File: config.mk
export PLATFORM = sky130hd
export DESIGN_NAME = seven_segment_serial_display_framer_core
export DESIGN_NICKNAME = d
export VERILOG_FILES = /design/src/rtl/sssdf_pkg.sv /design/src/rtl/sssdf_front.sv /design/src/rtl/sssdf_fifo.sv /design/src/rtl/sssdf_back.sv /design/src/rtl/seven_segment_serial_display_framer_core.sv
export SDC_FILE = /design/constraint.sdc
export NUM_CORES = 1
export LEC_CHECK = 0
export BUFFER_PORTS_ARGS = -buffer_cell sky130_fd_sc_hd__buf_2
export CAP_MARGIN = 25
export CORE_ASPECT_RATIO = 0.8
export CORE_MARGIN = 2
export CORE_UTILIZATION = 43
export CTS_BUF_LIST = sky130_fd_sc_hd__clkbuf_4 sky130_fd_sc_hd__clkbuf_8
export CTS_CLUSTER_SIZE = 25
export DETAILED_ROUTE_END_ITERATION = 8
export HOLD_SLACK_MARGIN = 0.12
export PLACE_DENSITY = 0.69
export RECOVER_POWER = 25
export SETUP_SLACK_MARGIN = 0.1
export SYNTH_ARGS = -nofsm -noshare
export SYNTH_HDL_FRONTEND = slang
export SYNTH_HIERARCHICAL = 1
export SYNTH_SLANG_ARGS = --single-unit
File: constraint.sdc
create_clock -name clk -period 11.75 [get_ports clk]
set_clock_uncertainty 0.1 [all_clocks]
set_input_delay 2.35 -clock clk [delete_from_list [all_inputs] [get_ports clk]]
set_output_delay 2.35 -clock clk [all_outputs]
set_load 0.005 [all_outputs]
File: src/rtl/sssdf_pkg.sv
// ----------------------------------------------------------------------------
// sssdf_pkg
// Shared types, constants and the segment decode for the display framer.
// ----------------------------------------------------------------------------
package sssdf_pkg;

  localparam int DIGIT_COUNT = 4;
  localparam int FRAME_LEN   = DIGIT_COUNT + 3;
  localparam int IDX_W       = $clog2(FRAME_LEN);
  localparam int SEG_IDX_W   = (DIGIT_COUNT > 1) ? $clog2(DIGIT_COUNT) : 1;

  localparam int NUM_LIMIT   = (10 ** DIGIT_COUNT) - 1;
  localparam int VAL_W       = ($clog2(NUM_LIMIT + 1) > 16) ? 16 : $clog2(NUM_LIMIT + 1);

  // divide by ten: exact for values below 2^22
  localparam int RECIP_W     = 20;
  localparam logic [RECIP_W-1:0] RECIP = 20'hCCCCD;
  localparam int RECIP_SH    = 23;

  localparam int FIFO_DEPTH  = 2;
  localparam int FIFO_PTR_W  = $clog2(FIFO_DEPTH);
  localparam int FIFO_CNT_W  = $clog2(FIFO_DEPTH + 1);

  localparam logic [7:0] CMD_DATA    = 8'h40;
  localparam logic [7:0] CMD_ADDR    = 8'hC0;
  localparam logic [7:0] CMD_DISP_ON = 8'h88;
  localparam logic [7:0] COLON_BIT   = 8'h80;
  localparam logic [6:0] TIME_MAX    = 7'd99;

  typedef enum logic [1:0] {
    MODE_TIME   = 2'd0,
    MODE_NUMBER = 2'd1,
    MODE_CLEAR  = 2'd2
  } mode_t;

  typedef logic [DIGIT_COUNT-1:0][7:0] seg_arr_t;

  typedef struct packed {
    logic full;
    logic empty;
  } fifo_status_t;

  function automatic logic [7:0] seg_of(input logic [3:0] digit);
    logic [7:0] pat;
    case (digit)
      4'd0:    pat = 8'h3F;
      4'd1:    pat = 8'h06;
      4'd2:    pat = 8'h5B;
      4'd3:    pat = 8'h4F;
      4'd4:    pat = 8'h66;
      4'd5:    pat = 8'h6D;
      4'd6:    pat = 8'h7D;
      4'd7:    pat = 8'h07;
      4'd8:    pat = 8'h7F;
      4'd9:    pat = 8'h6F;
      default: pat = 8'h00;
    endcase
    return pat;
  endfunction

endpackage

File: src/rtl/sssdf_front.sv
// ----------------------------------------------------------------------------
// sssdf_front
// Request intake and decimal digit split, one digit per pipeline stage.
// ----------------------------------------------------------------------------
module sssdf_front import sssdf_pkg::*; (
  input  logic        clk,
  input  logic        rst,
  input  logic        in_valid,
  output logic        in_stall,
  input  logic [1:0]  mode,
  input  logic [6:0]  minutes,
  input  logic [6:0]  seconds,
  input  logic        colon,
  input  logic [15:0] number,
  input  logic        q_full,
  output logic        push,
  output seg_arr_t    push_data
);

  logic             stg_valid [0:DIGIT_COUNT];
  logic             stg_num   [0:DIGIT_COUNT];
  logic [VAL_W-1:0] stg_val   [0:DIGIT_COUNT];
  seg_arr_t         stg_segs  [0:DIGIT_COUNT];

  logic             advance;
  logic [VAL_W-1:0] quot [0:DIGIT_COUNT-1];
  logic [3:0]       rem  [0:DIGIT_COUNT-1];
  seg_arr_t         segs_next [0:DIGIT_COUNT-1];

  logic [6:0]       min_sat;
  logic [6:0]       sec_sat;
  logic [3:0]       tvals [0:3];
  seg_arr_t         time_segs;
  logic [VAL_W-1:0] num_sat;
  seg_arr_t         entry_segs;
  logic             entry_num;

  assign advance  = !(stg_valid[DIGIT_COUNT] && q_full);
  assign in_stall = !advance;
  assign push     = stg_valid[DIGIT_COUNT] && !q_full;
  assign push_data = stg_segs[DIGIT_COUNT];

  always_comb begin
    min_sat = (minutes > TIME_MAX) ? TIME_MAX : minutes;
    sec_sat = (seconds > TIME_MAX) ? TIME_MAX : seconds;
    // x * 205 >> 11 is exact for x below 1029
    tvals[0] = 4'((15'(min_sat) * 15'd205) >> 11);
    tvals[1] = 4'(min_sat - 7'(tvals[0]) * 7'd10);
    tvals[2] = 4'((15'(sec_sat) * 15'd205) >> 11);
    tvals[3] = 4'(sec_sat - 7'(tvals[2]) * 7'd10);
    time_segs = '0;
    for (int i = 0; i < DIGIT_COUNT; i++) begin
      if (i < 4) begin
        time_segs[i] = seg_of(tvals[i % 4]);
      end
    end
    if (colon && DIGIT_COUNT >= 2) begin
      time_segs[1 % DIGIT_COUNT] = time_segs[1 % DIGIT_COUNT] | COLON_BIT;
    end

    if (32'(number) > 32'(NUM_LIMIT)) begin
      num_sat = VAL_W'(NUM_LIMIT);
    end else begin
      num_sat = VAL_W'(number);
    end

    case (mode)
      MODE_TIME: begin
        entry_segs = time_segs;
        entry_num  = 1'b0;
      end
      MODE_NUMBER: begin
        entry_segs = '0;
        entry_num  = 1'b1;
      end
      default: begin
        entry_segs = '0;
        entry_num  = 1'b0;
      end
    endcase
  end

  // one divide by ten per stage, from the registered value
  always_comb begin
    for (int s = 0; s < DIGIT_COUNT; s++) begin
      quot[s] = VAL_W'((($bits(stg_val[s]) + RECIP_W)'(stg_val[s]) * RECIP) >> RECIP_SH);
      rem[s]  = 4'(stg_val[s] - VAL_W'(quot[s] * 4'd10));
      segs_next[s] = stg_segs[s];
      // rightmost digit first
      if (stg_num[s]) begin
        segs_next[s][DIGIT_COUNT-1-s] = seg_of(rem[s]);
      end
    end
  end

  always_ff @(posedge clk) begin
    if (rst) begin
      for (int s = 0; s <= DIGIT_COUNT; s++) begin
        stg_valid[s] <= 1'b0;
      end
    end else if (advance) begin
      stg_valid[0] <= in_valid;
      for (int s = 1; s <= DIGIT_COUNT; s++) begin
        stg_valid[s] <= stg_valid[s-1];
      end
    end
  end

  always_ff @(posedge clk) begin
    if (advance) begin
      stg_num[0]  <= entry_num;
      stg_val[0]  <= num_sat;
      stg_segs[0] <= entry_segs;
      for (int s = 1; s <= DIGIT_COUNT; s++) begin
        stg_num[s]  <= stg_num[s-1];
        stg_val[s]  <= quot[s-1];
        stg_segs[s] <= segs_next[s-1];
      end
    end
  end

endmodule

File: src/rtl/sssdf_fifo.sv
// ----------------------------------------------------------------------------
// sssdf_fifo
// Short queue of digit pattern sets between the front and the back.
// ----------------------------------------------------------------------------
module sssdf_fifo import sssdf_pkg::*; (
  input  logic         clk,
  input  logic         rst,
  input  logic         push,
  input  seg_arr_t     push_data,
  input  logic         pop,
  output seg_arr_t     pop_data,
  output fifo_status_t status
);

  seg_arr_t              entries [0:FIFO_DEPTH-1];
  logic [FIFO_PTR_W-1:0] wr_ptr;
  logic [FIFO_PTR_W-1:0] rd_ptr;
  logic [FIFO_CNT_W-1:0] count;
  logic                  do_push;
  logic                  do_pop;

  assign status.full  = (count == FIFO_CNT_W'(FIFO_DEPTH));
  assign status.empty = (count == '0);
  assign do_push      = push && !status.full;
  assign do_pop       = pop && !status.empty;
  assign pop_data     = entries[rd_ptr];

  always_ff @(posedge clk) begin
    if (rst) begin
      wr_ptr <= '0;
      rd_ptr <= '0;
      count  <= '0;
    end else begin
      if (do_push) begin
        wr_ptr <= (wr_ptr == FIFO_PTR_W'(FIFO_DEPTH - 1)) ? '0 : wr_ptr + 1'b1;
      end
      if (do_pop) begin
        rd_ptr <= (rd_ptr == FIFO_PTR_W'(FIFO_DEPTH - 1)) ? '0 : rd_ptr + 1'b1;
      end
      if (do_push && !do_pop) begin
        count <= count + 1'b1;
      end else if (do_pop && !do_push) begin
        count <= count - 1'b1;
      end
    end
  end

  always_ff @(posedge clk) begin
    if (do_push) begin
      entries[wr_ptr] <= push_data;
    end
  end

endmodule

File: src/rtl/sssdf_back.sv
// ----------------------------------------------------------------------------
// sssdf_back
// Byte sequencer: frames one queued request into the command stream.
// ----------------------------------------------------------------------------
module sssdf_back import sssdf_pkg::*; (
  input  logic         clk,
  input  logic         rst,
  input  fifo_status_t q_status,
  input  seg_arr_t     q_data,
  output logic         pop,
  input  logic [2:0]   brightness,
  output logic         out_valid,
  input  logic         out_stall,
  output logic [7:0]   bus_byte,
  output logic         start_before,
  output logic         stop_after,
  output logic         last
);

  logic [IDX_W-1:0] idx;
  logic             load;
  logic             final_byte;
  logic [7:0]       byte_next;
  logic             start_next;
  logic             stop_next;

  assign load       = !q_status.empty && (!out_valid || !out_stall);
  assign final_byte = (idx == IDX_W'(FRAME_LEN - 1));
  assign pop        = load && final_byte;

  always_comb begin
    if (idx == IDX_W'(0)) begin
      byte_next  = CMD_DATA;
      start_next = 1'b1;
      stop_next  = 1'b1;
    end else if (idx == IDX_W'(1)) begin
      byte_next  = CMD_ADDR;
      start_next = 1'b1;
      stop_next  = 1'b0;
    end else if (final_byte) begin
      byte_next  = CMD_DISP_ON | {5'b0, brightness};
      start_next = 1'b1;
      stop_next  = 1'b1;
    end else begin
      byte_next  = q_data[SEG_IDX_W'(idx - IDX_W'(2))];
      start_next = 1'b0;
      stop_next  = (idx == IDX_W'(FRAME_LEN - 2));
    end
  end

  always_ff @(posedge clk) begin
    if (rst) begin
      out_valid <= 1'b0;
      idx       <= '0;
    end else if (load) begin
      out_valid <= 1'b1;
      idx       <= final_byte ? '0 : idx + 1'b1;
    end else if (!out_stall) begin
      out_valid <= 1'b0;
    end
  end

  always_ff @(posedge clk) begin
    if (load) begin
      bus_byte     <= byte_next;
      start_before <= start_next;
      stop_after   <= stop_next;
      last         <= final_byte;
    end
  end

endmodule

File: src/rtl/seven_segment_serial_display_framer_core.sv
// ----------------------------------------------------------------------------
// seven_segment_serial_display_framer_core
// Four-digit seven-segment display request framer, top level.
// ----------------------------------------------------------------------------
// Input channel (in_valid / in_stall) takes one request: time, number or
// clear. Output channel (out_valid / out_stall) gives the framed command
// stream, one byte per transfer, DIGIT_COUNT + 3 bytes per request, with
// start/stop flags and last on the display-on byte.
// wr_en / wr_data write the brightness level; the user must write it only
// while the block is idle, as the block itself does not enforce this.
// Path of a request: one divide-by-ten stage per digit behind the intake
// register, then the queue write, then the output register.
// The output sequencer emits one byte per cycle while the queue holds a
// request and out_stall is low; the intake takes a new request every cycle
// while the queue has room.
// Reset: brightness returns to 7, pipeline and queue empty, no output valid.
// A stalled receiver holds the output byte; the queue then fills and the
// intake raises in_stall until space frees up.
// ----------------------------------------------------------------------------
module seven_segment_serial_display_framer_core import sssdf_pkg::*; (
  input  logic        clk,
  input  logic        rst,
  input  logic        in_valid,
  output logic        in_stall,
  input  logic [1:0]  mode,
  input  logic [6:0]  minutes,
  input  logic [6:0]  seconds,
  input  logic        colon,
  input  logic [15:0] number,
  input  logic        wr_en,
  input  logic [2:0]  wr_data,
  output logic        out_valid,
  input  logic        out_stall,
  output logic [7:0]  bus_byte,
  output logic        start_before,
  output logic        stop_after,
  output logic        last
);

  logic [2:0]   brightness;
  logic         push;
  seg_arr_t     push_data;
  logic         pop;
  seg_arr_t     pop_data;
  fifo_status_t q_status;

  always_ff @(posedge clk) begin
    if (rst) begin
      brightness <= 3'd7;
    end else if (wr_en) begin
      brightness <= wr_data;
    end
  end

  sssdf_front u_front (
    .clk       (clk),
    .rst       (rst),
    .in_valid  (in_valid),
    .in_stall  (in_stall),
    .mode      (mode),
    .minutes   (minutes),
    .seconds   (seconds),
    .colon     (colon),
    .number    (number),
    .q_full    (q_status.full),
    .push      (push),
    .push_data (push_data)
  );

  sssdf_fifo u_fifo (
    .clk       (clk),
    .rst       (rst),
    .push      (push),
    .push_data (push_data),
    .pop       (pop),
    .pop_data  (pop_data),
    .status    (q_status)
  );

  sssdf_back u_back (
    .clk          (clk),
    .rst          (rst),
    .q_status     (q_status),
    .q_data       (pop_data),
    .pop          (pop),
    .brightness   (brightness),
    .out_valid    (out_valid),
    .out_stall    (out_stall),
    .bus_byte     (bus_byte),
    .start_before (start_before),
    .stop_after   (stop_after),
    .last         (last)
  );

`ifndef SYNTHESIS
  a_queue_state: assert property (@(posedge clk) disable iff (rst)
    q_status.full |-> !q_status.empty)
    else $error("queue reports full and empty together");

  a_stall_only_full: assert property (@(posedge clk) disable iff (rst)
    in_stall |-> q_status.full)
    else $error("intake stalled while the queue has room");

  a_last_is_disp_on: assert property (@(posedge clk) disable iff (rst)
    (out_valid && last) |-> (start_before && stop_after && bus_byte[7:3] == 5'b10001))
    else $error("final byte is not a framed display-on command");

  a_pop_on_final: assert property (@(posedge clk) disable iff (rst)
    pop |=> (out_valid && last))
    else $error("queue entry released before its final byte");
`endif

endmodule

==> out/results.ini <==
[worst_setup_path]
crit_type=in -> reg
end_kind=flip-flop
path_cells=buf_2, a21boi_0, ha_1, ha_1, inv_1, fa_1, inv_1, fa_1, ha_1, a211o_1, a31oi_1, o21bai_1, a21oi_1, xor2_1, inv_1, ha_1, inv_1, fa_1, xnor2_1, xnor3_1, xnor2_1, nor2_1, o21a_1
arrival_ps=8300
crit_buf_inv=5
crit_path_max_incr_delay_ps=690
crit_family=adder cells
crit_slowest_cell=xnor2_1
cp_max_fo=12
start_kind=input port
cp.required_ps=11990

[synthesis]
synth_edf_count=273
async_flop_share=0
syn_inst=2045
synth_area_per_cell_sq_um=11.7
netlist_area_sq_mm=0.0240
yosysSeqAreaShare=0.352
synth_ff_type=edfxtp_1
synth_seq_cells=285
ys_warn_count=6
synth.distinct_cells=89

[cells_and_area]
areaGrowthSynthToFinish_pct=7.85
final_cell_mix=ha_1, inv_1, edfxtp_1, fa_1, nor2_1
fin_nets=2750
nFillCells=4911
layout-drive-gt1-share=0.0994
layoutNonFillerInstCount=2873
final_common_cell=ha_1

[clock_network]
cts_sinks=285
cts_buffers=46
clk_pin_slew_ps=60
cts_buffer_depth=3
cts_max_level=2
clock_latency_ps=580
post_cts_buffers=0
cts.repair.resized=0
cts_root_buf=clkbuf_8
postCtsHoldBufs=0
cts_tree=yes

[timing]
rsz0062_at_grt=false
finalHoldViolations=0
setup_violations=0
max_freq_mhz=124
slew_headroom=0.351
setup_tns_ps=0
period_minus_slack_ps=8060
slew_violations=0
tightestPinTransition_ps=967
period_share=0.686

[route]
wirelength_microns=43500
wl_per_cell_microns=15.1
drt_pass1_iterations=5
drc_errors=0
viasPerCell=5.02
drtIter0Drc=930
num_vias=14429
ant_nets=0

[place]
dp.cells=2791
dp_hpwl_microns=35100
portBuffers=53
gp_congestion=0.872

[floorplanning]
dieArea_sq_mm=0.0577
dieHeight_microns=215
core_area_sq_mm=0.0552
die_x_microns=268
fp-row-count=77
initial_utilization=0.434
io_pins=54

[grt]
grt_start_max_net_pins=66
grt_pass1_wl_microns=73500
grt_util_all_layers=0.156
grt_pass1_vias=14766
antenna_found_initial=1
overflow=0

[hold_path]
holdCritPathClass=reg -> reg

[run]
drv_cap=0

[status]
status=complete, no violations

## worst paths after layout
path         depth (start not counted)                     from                       end  slack, ps
max reg2reg                         28   u_front/stg_val[0][39]  u_front/stg_segs[0][129]       3750
min                                  0  u_front/stg_segs[0][19]   u_front/stg_segs[0][50]        300
min reg2reg                          0  u_front/stg_segs[0][19]   u_front/stg_segs[0][50]        300
max                                 23               seconds[5]   u_front/stg_segs[0][26]       3690
## cells in the mapped netlist (all sizes together), types with 26 or more instances
master / instances / area (sq um)
ha: 441 / 5520
inv: 387 / 1450
edfxtp: 273 / 8200
fa: 178 / 3560
nor2: 94 / 353
a21oi: 68 / 344
nand2: 57 / 214
buf: 45 / 333
mux2: 43 / 495
o21ai: 37 / 185
xnor2: 34 / 298
nor3: 26 / 130
## through the flow
| stage | cell area, sq um | worst slack, ps | hold WS [ps] | util |
|---|---|---|---|---|
| after global placement | 24800 | 3340 | 302 | 0.450 |
| after global routing | 25900 | 3270 | 308 | 0.468 |
| after detailed placement | 24900 | 3080 | 305 | 0.450 |
| final | 25900 | 3690 | 299 | 0.468 |
| after floorplan | 24000 | 4160 | 300 | - |
| after CTS | 25900 | 3720 | 298 | 0.468 |
## cell families after synthesis
logic type	share of synthesized area
other	0.000156
buffers and inverters	0.0781
AND/OR/NAND/NOR	0.0688
XOR/XNOR	0.0218
flip-flops	0.352
adder cells (fa/ha/maj)	0.379
AO/OA/AOI/OAI	0.0725
multiplexers	0.0280
## sequential cells by signal (all words and copies together), names as in the netlist, 2 cells and up, named ones only
| signal | cells |
|---|---|
| u_front/stg_num | 4 |
| u_front/stg_segs | 145 |
| u_fifo/entries | 64 |
| u_front/stg_valid | 5 |
| brightness | 3 |
| u_back/idx | 3 |
| u_back/bus_byte | 8 |
| u_front/stg_val | 44 |
| u_fifo/count | 2 |
## area by class of cell
| class | count | area (sq um) | share of cell area |
|---|---|---|---|
| inverters | 388 | 1460 | 0.0563 |
| diodes | 1 | 2.50 | 0.0000968 |
| clock buffers | 63 | 773 | 0.0299 |
| multi-input cells | 1307 | 13700 | 0.529 |
| well taps | 750 | 938 | 0.0363 |
| clock inverters | 17 | 219 | 0.00847 |
| flip-flops and latches | 285 | 8440 | 0.326 |
| repair buffers | 62 | 350 | 0.0135 |
## routing by layer
metal / up-vias / track usage / wire [microns]
met2: 271 / 0.237 / 19300
met4: 0 / 0.0322 / 570
met1: 7002 / 0.237 / 21800
met3: 44 / 0.0221 / 1790
met5: - / 0 / 0
li1: 7112 / - / -
Power is not shown: default switching activity piles up to over one toggle a cycle in this logic, so the estimate is an artifact.
